$ cat src/hdl/linked_stack_with_free_list_macros.svh
// Assertion macros for the linked stack with free list.
`ifndef LINKED_STACK_WITH_FREE_LIST_MACROS_SVH
`define LINKED_STACK_WITH_FREE_LIST_MACROS_SVH

`ifndef SYNTHESIS

// Property must hold at every clock edge outside reset.
`define LSFL_ASSERT(label, clk, rst_n, prop) \
    label: assert property (@(posedge clk) disable iff (!rst_n) (prop)) \
        else $error("%m: assertion failed");

// Condition must never be true outside reset.
`define LSFL_ASSERT_NEVER(label, clk, rst_n, cond) \
    label: assert property (@(posedge clk) disable iff (!rst_n) !(cond)) \
        else $error("%m: forbidden condition seen");

`else

`define LSFL_ASSERT(label, clk, rst_n, prop)
`define LSFL_ASSERT_NEVER(label, clk, rst_n, cond)

`endif

`endif

$ cat src/hdl/lsfl_pkg.sv
// Shared constants, types and codes for the linked stack with free list.
`default_nettype none

package lsfl_pkg;

    localparam int POOL_DEPTH    = 256;
    localparam int PAYLOAD_WIDTH = 64;

    localparam int DATA_W  = 64;
    localparam int COUNT_W = 9;
    localparam int ADDR_W  = $clog2(POOL_DEPTH);
    localparam int PTR_W   = ADDR_W + 1;
    localparam int CNT_W   = $clog2(POOL_DEPTH + 1);

    typedef logic [ADDR_W-1:0]        addr_t;
    typedef logic [PTR_W-1:0]         ptr_t;
    typedef logic [CNT_W-1:0]         cnt_t;
    typedef logic [PAYLOAD_WIDTH-1:0] pay_t;

    localparam ptr_t NULL_PTR = PTR_W'(POOL_DEPTH);

    localparam logic REQ_PUSH = 1'b0;
    localparam logic REQ_POP  = 1'b1;

    typedef enum logic [1:0] {
        STATUS_OK    = 2'd0,
        STATUS_FULL  = 2'd1,
        STATUS_EMPTY = 2'd2
    } status_t;

    typedef struct packed {
        logic  rd_en;
        addr_t link_rd_addr;
        addr_t pay_rd_addr;
        logic  link_wr_en;
        logic  pay_wr_en;
        addr_t wr_addr;
        ptr_t  link_wr_data;
        pay_t  pay_wr_data;
    } mem_req_t;

    typedef struct packed {
        logic        valid;
        pay_t        data;
        status_t     status;
        cnt_t        count;
    } result_t;

endpackage

`default_nettype wire

$ cat src/hdl/lsfl_ctrl.sv
// List and free-list pointer control: read, modify and write back node memories.
`default_nettype none

module lsfl_ctrl
    import lsfl_pkg::*;
(
    input  wire logic              aclk,
    input  wire logic              aresetn,
    input  wire logic              s_valid,
    output logic                   s_ready,
    input  wire logic              s_req_type,
    input  wire logic [DATA_W-1:0] s_entry_data,
    input  wire logic              out_busy,
    input  wire ptr_t              link_rd_data,
    input  wire pay_t              pay_rd_data,
    output mem_req_t               mem_req,
    output result_t                res
);

    typedef enum logic [1:0] {
        ST_IDLE = 2'b01,
        ST_EXEC = 2'b10
    } state_t;

    state_t state_reg, state_next;
    ptr_t   list_head_reg, list_head_next;
    ptr_t   free_head_reg, free_head_next;
    cnt_t   used_reg, used_next;
    cnt_t   count_reg, count_next;
    logic   req_reg;
    pay_t   data_reg;

    logic   accept;
    logic   commit;
    logic   use_free;
    logic   can_alloc;
    logic   head_valid;
    addr_t  new_slot;

    assign s_ready = (state_reg == ST_IDLE);
    assign accept  = s_valid && s_ready;
    assign commit  = (state_reg == ST_EXEC) && !out_busy;

    assign use_free   = (free_head_reg < NULL_PTR);
    assign can_alloc  = use_free || (used_reg < CNT_W'(POOL_DEPTH));
    assign head_valid = (list_head_reg < NULL_PTR);
    assign new_slot   = use_free ? ADDR_W'(free_head_reg) : ADDR_W'(used_reg);

    always_comb begin
        state_next     = state_reg;
        list_head_next = list_head_reg;
        free_head_next = free_head_reg;
        used_next      = used_reg;
        count_next     = count_reg;

        mem_req.rd_en        = accept;
        mem_req.link_rd_addr = (s_req_type == REQ_POP) ? ADDR_W'(list_head_reg)
                                                       : ADDR_W'(free_head_reg);
        mem_req.pay_rd_addr  = ADDR_W'(list_head_reg);
        mem_req.link_wr_en   = 1'b0;
        mem_req.pay_wr_en    = 1'b0;
        mem_req.wr_addr      = new_slot;
        mem_req.link_wr_data = list_head_reg;
        mem_req.pay_wr_data  = data_reg;

        res.valid  = 1'b0;
        res.data   = '0;
        res.status = STATUS_OK;
        res.count  = count_reg;

        case (state_reg)
            ST_IDLE: begin
                if (accept) begin
                    state_next = ST_EXEC;
                end
            end
            ST_EXEC: begin
                if (commit) begin
                    state_next = ST_IDLE;
                    res.valid  = 1'b1;
                    if (req_reg == REQ_PUSH) begin
                        if (can_alloc) begin
                            mem_req.link_wr_en = 1'b1;
                            mem_req.pay_wr_en  = 1'b1;
                            list_head_next     = PTR_W'(new_slot);
                            count_next         = count_reg + 1'b1;
                            if (use_free) begin
                                free_head_next = link_rd_data;
                            end else begin
                                used_next = used_reg + 1'b1;
                            end
                        end else begin
                            res.status = STATUS_FULL;
                        end
                    end else begin
                        if (head_valid) begin
                            mem_req.link_wr_en   = 1'b1;
                            mem_req.wr_addr      = ADDR_W'(list_head_reg);
                            mem_req.link_wr_data = free_head_reg;
                            res.data             = pay_rd_data;
                            list_head_next       = link_rd_data;
                            free_head_next       = list_head_reg;
                            if (count_reg != '0) begin
                                count_next = count_reg - 1'b1;
                            end
                        end else begin
                            res.status = STATUS_EMPTY;
                        end
                    end
                    res.count = count_next;
                end
            end
            default: begin
                state_next = ST_IDLE;
            end
        endcase
    end

    always_ff @(posedge aclk) begin
        if (!aresetn) begin
            state_reg     <= ST_IDLE;
            list_head_reg <= NULL_PTR;
            free_head_reg <= NULL_PTR;
            used_reg      <= '0;
            count_reg     <= '0;
        end else begin
            state_reg     <= state_next;
            list_head_reg <= list_head_next;
            free_head_reg <= free_head_next;
            used_reg      <= used_next;
            count_reg     <= count_next;
        end
    end

    always_ff @(posedge aclk) begin
        if (accept) begin
            req_reg  <= s_req_type;
            data_reg <= PAYLOAD_WIDTH'(s_entry_data);
        end
    end

endmodule

`default_nettype wire
$ cat config.mk
export PLATFORM = sky130hd
export DESIGN_NAME = lsfl_ctrl
export DESIGN_NICKNAME = d
export VERILOG_FILES = /design/src/hdl/linked_stack_with_free_list_macros.svh /design/src/hdl/lsfl_pkg.sv /design/src/hdl/lsfl_ctrl.sv
export SDC_FILE = /design/constraint.sdc
export NUM_CORES = 1
export LEC_CHECK = 0
export ABC_AREA = 1
export ABC_CLOCK_PERIOD_IN_PS = 7100
export BUFFER_PORTS_ARGS = -buffer_cell sky130_fd_sc_hd__clkbuf_2
export CAP_MARGIN = 20
export CORE_AREA = 4 4 120 122
export CTS_CLUSTER_DIAMETER = 40
export DETAILED_ROUTE_END_ITERATION = 12
export DIE_AREA = 0 0 124 126
export GPL_TIMING_DRIVEN = 0
export PLACE_DENSITY_LB_ADDON = 0.3
export SYNTH_ARGS = -nofsm -noshare
export SYNTH_HDL_FRONTEND = slang
export SYNTH_SLANG_ARGS = --single-unit
$ cat constraint.sdc
create_clock -name aclk -period 7.1 [get_ports aclk]
set_input_delay 1.42 -clock aclk [delete_from_list [all_inputs] [get_ports aclk]]
set_output_delay 1.42 -clock aclk [all_outputs]
set_load 0.01 [all_outputs]
==> results.py, run 1 <==
metrics = {
    "outcome": {
        "status": "completed",
    },
    "worst_setup_path": {
        "r2r_cells": 5,
        "worstPathCellList": "clkbuf_2 -> nand3b_4 -> inv_2 -> nand2_2 -> buf_6 -> buf_2 -> nor2_1 -> clkbuf_2",
        "crit_top_cell": "clkbuf_2",
        "worstReg2RegEnd": "data_reg[4]",
        "max_stage_delay_ns": 0.29,
        "critical_path.max_fanout": 10,
        "crit_path_start_kind": "primary input",
        "critPathArrivalTime_ns": 2.93,
        "cp.required_ns": 5.68,
        "crit_slowest_cell": "nor2_1",
        "end_kind": "output port",
        "r2r_setup_slack_ns": 5.14,
        "path_class": "in -> out",
        "timing.rr.start": "state_reg[0]",
    },
    "cts": {
        "cts_resized": 0,
        "root_buffer": "clkbuf_16",
        "numCtsBuffers": 9,
        "hold_buffers": 0,
        "cts_max_path_buffers": 2,
        "cts_sinks": 103,
        "cts-htree-levels": 3,
        "postCtsSetupBuffers": 0,
        "clk_latency_ns": 0.34,
        "cts_tree": "yes",
        "clk_pin_slew_worst_paths_ns": 0.08,
    },
    "timing": {
        "relSlewSlack": 0.373,
        "rsz0062_at_grt": "no",
        "fmax_mhz": 230,
        "worstMarginPinSlew_ns": 0.938,
        "finalCritPeriodShare": 0.612,
        "finalSetupViolations": 0,
        "slew_violations": 0,
        "timing.setup.tns_ns": 0,
        "hold_ws_ns": 0.503,
        "hold_viol_final": 0,
        "fin_crit_ns": 4.35,
        "skew_ns": 0.0125,
    },
    "yosys": {
        "synthArstFlopShare": 0,
        "syn_area_um2": 5020,
        "syn-instance-count": 596,
        "synthAdderAreaFrac": 0.00997,
        "synthMuxAreaShare": 0.0209,
        "synth_cell_types": 38,
        "yosysSeqAreaShare": 0.540,
        "synth_nets": 742,
        "synth_top_family_by_area": "simple AND/OR/NAND/NOR gates",
        "synth_edf_count": 65,
        "yosys.area_share.xor_xnor": 0.00349,
        "synth_top_flop_cell": "edfxtp_1",
        "ys_warn_count": 0,
        "avgSynthCellArea_um2": 8.43,
        "synth-seq-cells": 103,
        "yosys.area_share.simple": 0.217,
        "synth_compound_area_frac": 0.0887,
    },
    "layout": {
        "diodes": 0,
        "fillerInstances": 1233,
        "largest_reg_flops": 64,
        "mostFrequentLayoutCells": "318 x clkbuf_2, 123 x nand2_1, 103 x inv_1, 88 x nor2_1, 65 x edfxtp_1",
        "layout-drive-gt1-share": 0.421,
        "fin_util": 0.546,
        "final_common_cell": "clkbuf_2",
        "nets": 1072,
        "syn2layout_area_growth_pct": 43.4,
    },
    "placement": {
        "dp_hpwl_um": 13800,
        "gp_congestion": 1.08,
        "portBuffers": 318,
    },
    "power": {
        "p_leak_nw": 3.89,
        "max-vdd-ir-drop_mv": 0.110,
        "p_per_area_nw_per_um2": 190,
    },
    "hold_path": {
        "min_path_type": "reg -> reg",
        "whs_path_depth": 2,
        "whs_endpoint": "free_head_reg[1]",
        "worstHoldStart": "free_head_reg[1]",
    },
    "detailed_routing": {
        "drtIter0Drc": 356,
        "ant_nets": 0,
        "drc_errors": 0,
        "totalWireLength_um": 17000,
        "drt_pass1_iterations": 5,
        "via_per_inst": 4.57,
        "via_count": 5064,
        "wl_per_cell_um": 15.4,
    },
    "floorplan": {
        "start_util": 0.381,
        "die_w_um": 124,
        "fp-row-count": 42,
        "coreArea_um2": 13200,
        "ioPinCount": 319,
        "die_y_um": 126,
        "die-area_um2": 15600,
    },
    "job": {
        "cap_violations": 0,
    },
    "global_routing": {
        "grt_max_degree": 36,
        "antenna_found_initial": 5,
        "grt_pass1_wl_um": 24700,
        "grt_pass1_vias": 4500,
        "grt_overflow": 0,
        "track_usage": 0.206,
    },
}
## layout make-up
class	count	area (um^2)	share of cell area
sequential	103	2710	0.377
multi-input combinational	352	1720	0.238
timing repair buffer	319	1610	0.224
inverter	109	413	0.0573
clock buffer	9	225	0.0313
tap	176	220	0.0306
buffer	32	189	0.0262
clock inverter	7	118	0.0163
## per-layer routing
layer,global-route usage,share of wire,up-vias
li1,-,-,2545
met2,0.332,0.47,209
met5,0,0.0033,-
met1,0.267,0.41,2271
met3,0.0677,0.10,31
met4,0.0554,0.015,8
## synth_stat cells (2+ instances only)
master	n	share of area
o21bai_1	2	0.0030
buf_4	9	0.013
o21ai_0	43	0.043
clkbuf_1	10	0.0075
a21oi_1	20	0.020
xor2_1	2	0.0035
mux2_2	4	0.0090
a31oi_1	11	0.014
nand4_1	3	0.0037
inv_1	103	0.077
ha_1	4	0.010
dfxtp_1	38	0.15
nor3_1	3	0.0030
nor2_2	5	0.0062
nand2_2	5	0.0062
nor2_1	89	0.067
inv_2	4	0.0030
nand3_1	20	0.020
nand2_4	2	0.0045
edfxtp_1	65	0.39
buf_2	10	0.010
nand2_1	123	0.092
mux2_4	4	0.012
buf_6	3	0.0067
## worst max-delay path: cells and delay by family
kind,cells,cell delay (ns)
buf+inv,5,0.81
simple gates,3,0.68
## power breakdown
part / internal (mW) / leakage, nW / switching, mW
clock network: 0.319 / 0.164 / 0.234
logic: 0.0588 / 2.80 / 0.0811
registers: 0.668 / 0.926 / 0.00747
total: 1.05 / 3.89 / 0.322
## through the flow
step	instance area, um^2	setup slack, ns	power, mW	std cells
after global placement	6830	-0.267	0.828	1090
final	7200	2.75	1.37	1107
after CTS	7200	2.80	1.38	1107
after floorplan	5020	1.04	0.749	596
after global routing	7200	2.69	1.42	1107
after detailed placement	6860	2.80	0.830	1091
## cell families after synthesis
family,after synthesis
fa+ha+maj,4
compound gates,82
simple gates,256
flops,103
mux,8
buf+inv,141
xor+xnor,2
## worst max-delay path by stage
stage | startpoint | to | slack (ns) | depth (start not counted)
3_5_place_dp | out_busy | res[56] | 2.80 | 8
2_1_floorplan | s_valid | mem_req[99] | 1.04 | 3
4_1_cts | out_busy | res[56] | 2.80 | 8
3_3_place_gp | s_valid | mem_req[99] | -0.27 | 5
6_report | out_busy | res[56] | 2.75 | 8
5_1_grt | out_busy | res[62] | 2.69 | 8
(Power assumes the default switching activity.)
==> run 2, diff against run 1 <==
--- a/config.mk
+++ b/config.mk
@@ -6,13 +6,13 @@
 export NUM_CORES = 1
 export LEC_CHECK = 0
 export ABC_AREA = 1
-export ABC_CLOCK_PERIOD_IN_PS = 7100
+export ABC_CLOCK_PERIOD_IN_PS = 3700
 export BUFFER_PORTS_ARGS = -buffer_cell sky130_fd_sc_hd__clkbuf_2
 export CAP_MARGIN = 20
-export CORE_AREA = 4 4 120 122
+export CORE_AREA = 4 4 122 124
 export CTS_CLUSTER_DIAMETER = 40
 export DETAILED_ROUTE_END_ITERATION = 12
-export DIE_AREA = 0 0 124 126
+export DIE_AREA = 0 0 126 128
 export GPL_TIMING_DRIVEN = 0
 export PLACE_DENSITY_LB_ADDON = 0.3
 export SYNTH_ARGS = -nofsm -noshare
==> constraint.sdc (replaced) <==
create_clock -name aclk -period 3.7 [get_ports aclk]
set_input_delay 0.74 -clock aclk [delete_from_list [all_inputs] [get_ports aclk]]
set_output_delay 0.74 -clock aclk [all_outputs]
set_load 0.01 [all_outputs]
==> run 2 against run 1 <==
  * Critical endpoint is now mem_req[99]
  * Utilization shrank 2.5 points
  * Critical path depth shrank 2
  * Via count is essentially flat
  * Die area grew 3.2%
  * Clock power grew 73%
  * Clock skew shrank 0.0050 ns
  * Critical path type is now reg -> out
  * Setup slack lost 1.9 ns
==> results.py, run 2 (synthesis gave the netlist of run 1 again) <==
metrics = {
    "timing": {
        "worst_slack_ns": 0.860,
        "hold_viol_final": 0,
        "skew_ns": 0.00748,
        "worstMarginPinSlew_ns": 0.933,
        "finalCritPeriodShare": 0.767,
        "fin_crit_ns": 2.84,
        "rsz0062_at_grt": "no",
        "relSlewSlack": 0.377,
        "finalSetupViolations": 0,
        "fmax_mhz": 352,
        "slew_violations": 0,
    },
    "cts": {
        "cts-htree-levels": 3,
        "postCtsSetupBuffers": 0,
        "clk_pin_slew_worst_paths_ns": 0.08,
        "cts_max_path_buffers": 2,
        "root_buffer": "clkbuf_16",
        "cts_tree": "yes",
        "hold_buffers": 0,
        "cts_resized": 0,
        "cts_sinks": 103,
        "numCtsBuffers": 9,
        "clk_latency_ns": 0.35,
    },
    "worst_setup_path": {
        "critPathArrivalTime_ns": 2.10,
        "crit_slowest_cell": "nor2_4",
        "cp.required_ns": 2.96,
        "crit_buf_inv": 4,
        "cp.depth": 6,
        "critPathTopFamily": "simple AND/OR/NAND/NOR gates",
        "end_kind": "output port",
        "worstReg2RegEnd": "data_reg[48]",
        "r2r_setup_slack_ns": 1.68,
        "timing.rr.start": "state_reg[0]",
        "critical_path.max_fanout": 32,
        "path_class": "reg -> out",
        "crit_top_cell": "inv_1",
        "r2r_cells": 5,
        "worstPathCellList": "inv_1 -> nor2_1 -> inv_1 -> nor2_4 -> buf_4 -> clkbuf_2",
        "crit_path_start_kind": "flop",
        "max_stage_delay_ns": 0.72,
    },
    "detailed_routing": {
        "totalWireLength_um": 16500,
        "via_count": 5068,
        "drtIter0Drc": 265,
        "wl_per_cell_um": 14.9,
        "ant_nets": 0,
        "drt_pass1_iterations": 5,
        "drc_errors": 0,
        "via_per_inst": 4.55,
    },
    "hold_path": {
        "worstHoldStart": "free_head_reg[4]",
        "min_path_type": "reg -> reg",
        "whs_path_depth": 2,
        "whs_endpoint": "free_head_reg[4]",
    },
    "floorplan": {
        "ioPinCount": 319,
        "fp-row-count": 43,
        "die_w_um": 126,
        "die-area_um2": 16100,
        "start_util": 0.365,
        "die_y_um": 128,
        "coreArea_um2": 13800,
    },
    "power": {
        "p_leak_nw": 3.88,
        "max-vdd-ir-drop_mv": 0.224,
        "p_per_area_nw_per_um2": 351,
    },
    "global_routing": {
        "track_usage": 0.196,
        "grt_pass1_vias": 4549,
        "grt_max_degree": 37,
        "grt_pass1_wl_um": 24800,
        "antenna_found_initial": 5,
        "grt_overflow": 0,
    },
    "layout": {
        "stdcell_count": 1113,
        "fillerInstances": 1352,
        "mostFrequentLayoutCells": "318 x clkbuf_2, 123 x nand2_1, 103 x inv_1, 88 x nor2_1, 65 x edfxtp_1",
        "largest_reg_flops": 64,
        "syn2layout_area_growth_pct": 42.9,
        "fin_util": 0.521,
        "stdcell_area_um2": 7180,
        "layout-drive-gt1-share": 0.421,
        "nets": 1072,
        "final_common_cell": "clkbuf_2",
    },
    "placement": {
        "dp_hpwl_um": 13600,
        "gp_congestion": 0.976,
        "dp_slack_ns": 0.865,
        "dp.cells": 1095,
        "portBuffers": 318,
        "dpl_cell_area_um2": 6870,
    },
    "outcome": {
        "status": "completed",
    },
    "job": {
        "cap_violations": 0,
    },
}
run 2: cell count changes in the layout (fill, tap and decap cells not counted):
cell	delta
inv_8	-1
clkinv_4	+1
clkinv_8	+1
diode_2	+2
clkinvlp_4	-1
inv_6	+2
bufinv_16	-2
run 2: layout make-up:
cell class | instances | area (um^2) | area share
Tap cell | 180 | 225 | 0.0314
Buffer | 32 | 189 | 0.0263
Clock buffer | 9 | 225 | 0.0314
Sequential cell | 103 | 2710 | 0.378
Multi-Input combinational cell | 352 | 1720 | 0.239
Timing Repair Buffer | 319 | 1610 | 0.225
Clock inverter | 7 | 81.3 | 0.0113
Inverter | 109 | 413 | 0.0575
Antenna cell | 2 | 5.00 | 0.000697
run 2: worst max-delay path by stage:
stage	start	endpoint	slack, ns
after floorplan	s_valid	mem_req[99]	0.14
after global placement	s_valid	mem_req[99]	-0.79
after detailed placement	out_busy	mem_req[64]	0.86
after CTS	state_reg[0]	mem_req[99]	0.77
after global routing	state_reg[0]	mem_req[99]	0.69
final	state_reg[0]	mem_req[99]	0.86
run 2: metrics by stage:
step / hold WS [ns] / power [mW] / setup TNS (ns)
2_1_floorplan: 0.454 / 1.44 / 0
3_3_place_gp: 0.491 / 1.59 / -3.24
3_5_place_dp: 0.496 / 1.60 / 0
4_1_cts: 0.507 / 2.55 / 0
5_1_grt: 0.535 / 2.63 / 0
6_report: 0.505 / 2.52 / 0
run 2: layer usage:
| metal | up-vias | part of all wire | track usage |
|---|---|---|---|
| li1 | 2541 | - | - |
| met1 | 2283 | 0.41 | 0.246 |
| met2 | 208 | 0.49 | 0.325 |
| met3 | 30 | 0.085 | 0.0592 |
| met4 | 6 | 0.016 | 0.0612 |
| met5 | - | 0.0028 | 0 |
run 2: power breakdown:
group          internal [mW]  total (mW)  switching (mW)
clock network          0.484       0.955           0.471
logic                  0.113       0.270           0.157
registers               1.28        1.30          0.0155
run 2: worst register-to-register path: cells and delay by family, from the launching register on:
family        cells  cell delay, ns
simple gates      2            0.92
buf+inv           3            0.48
flops             1            0.31
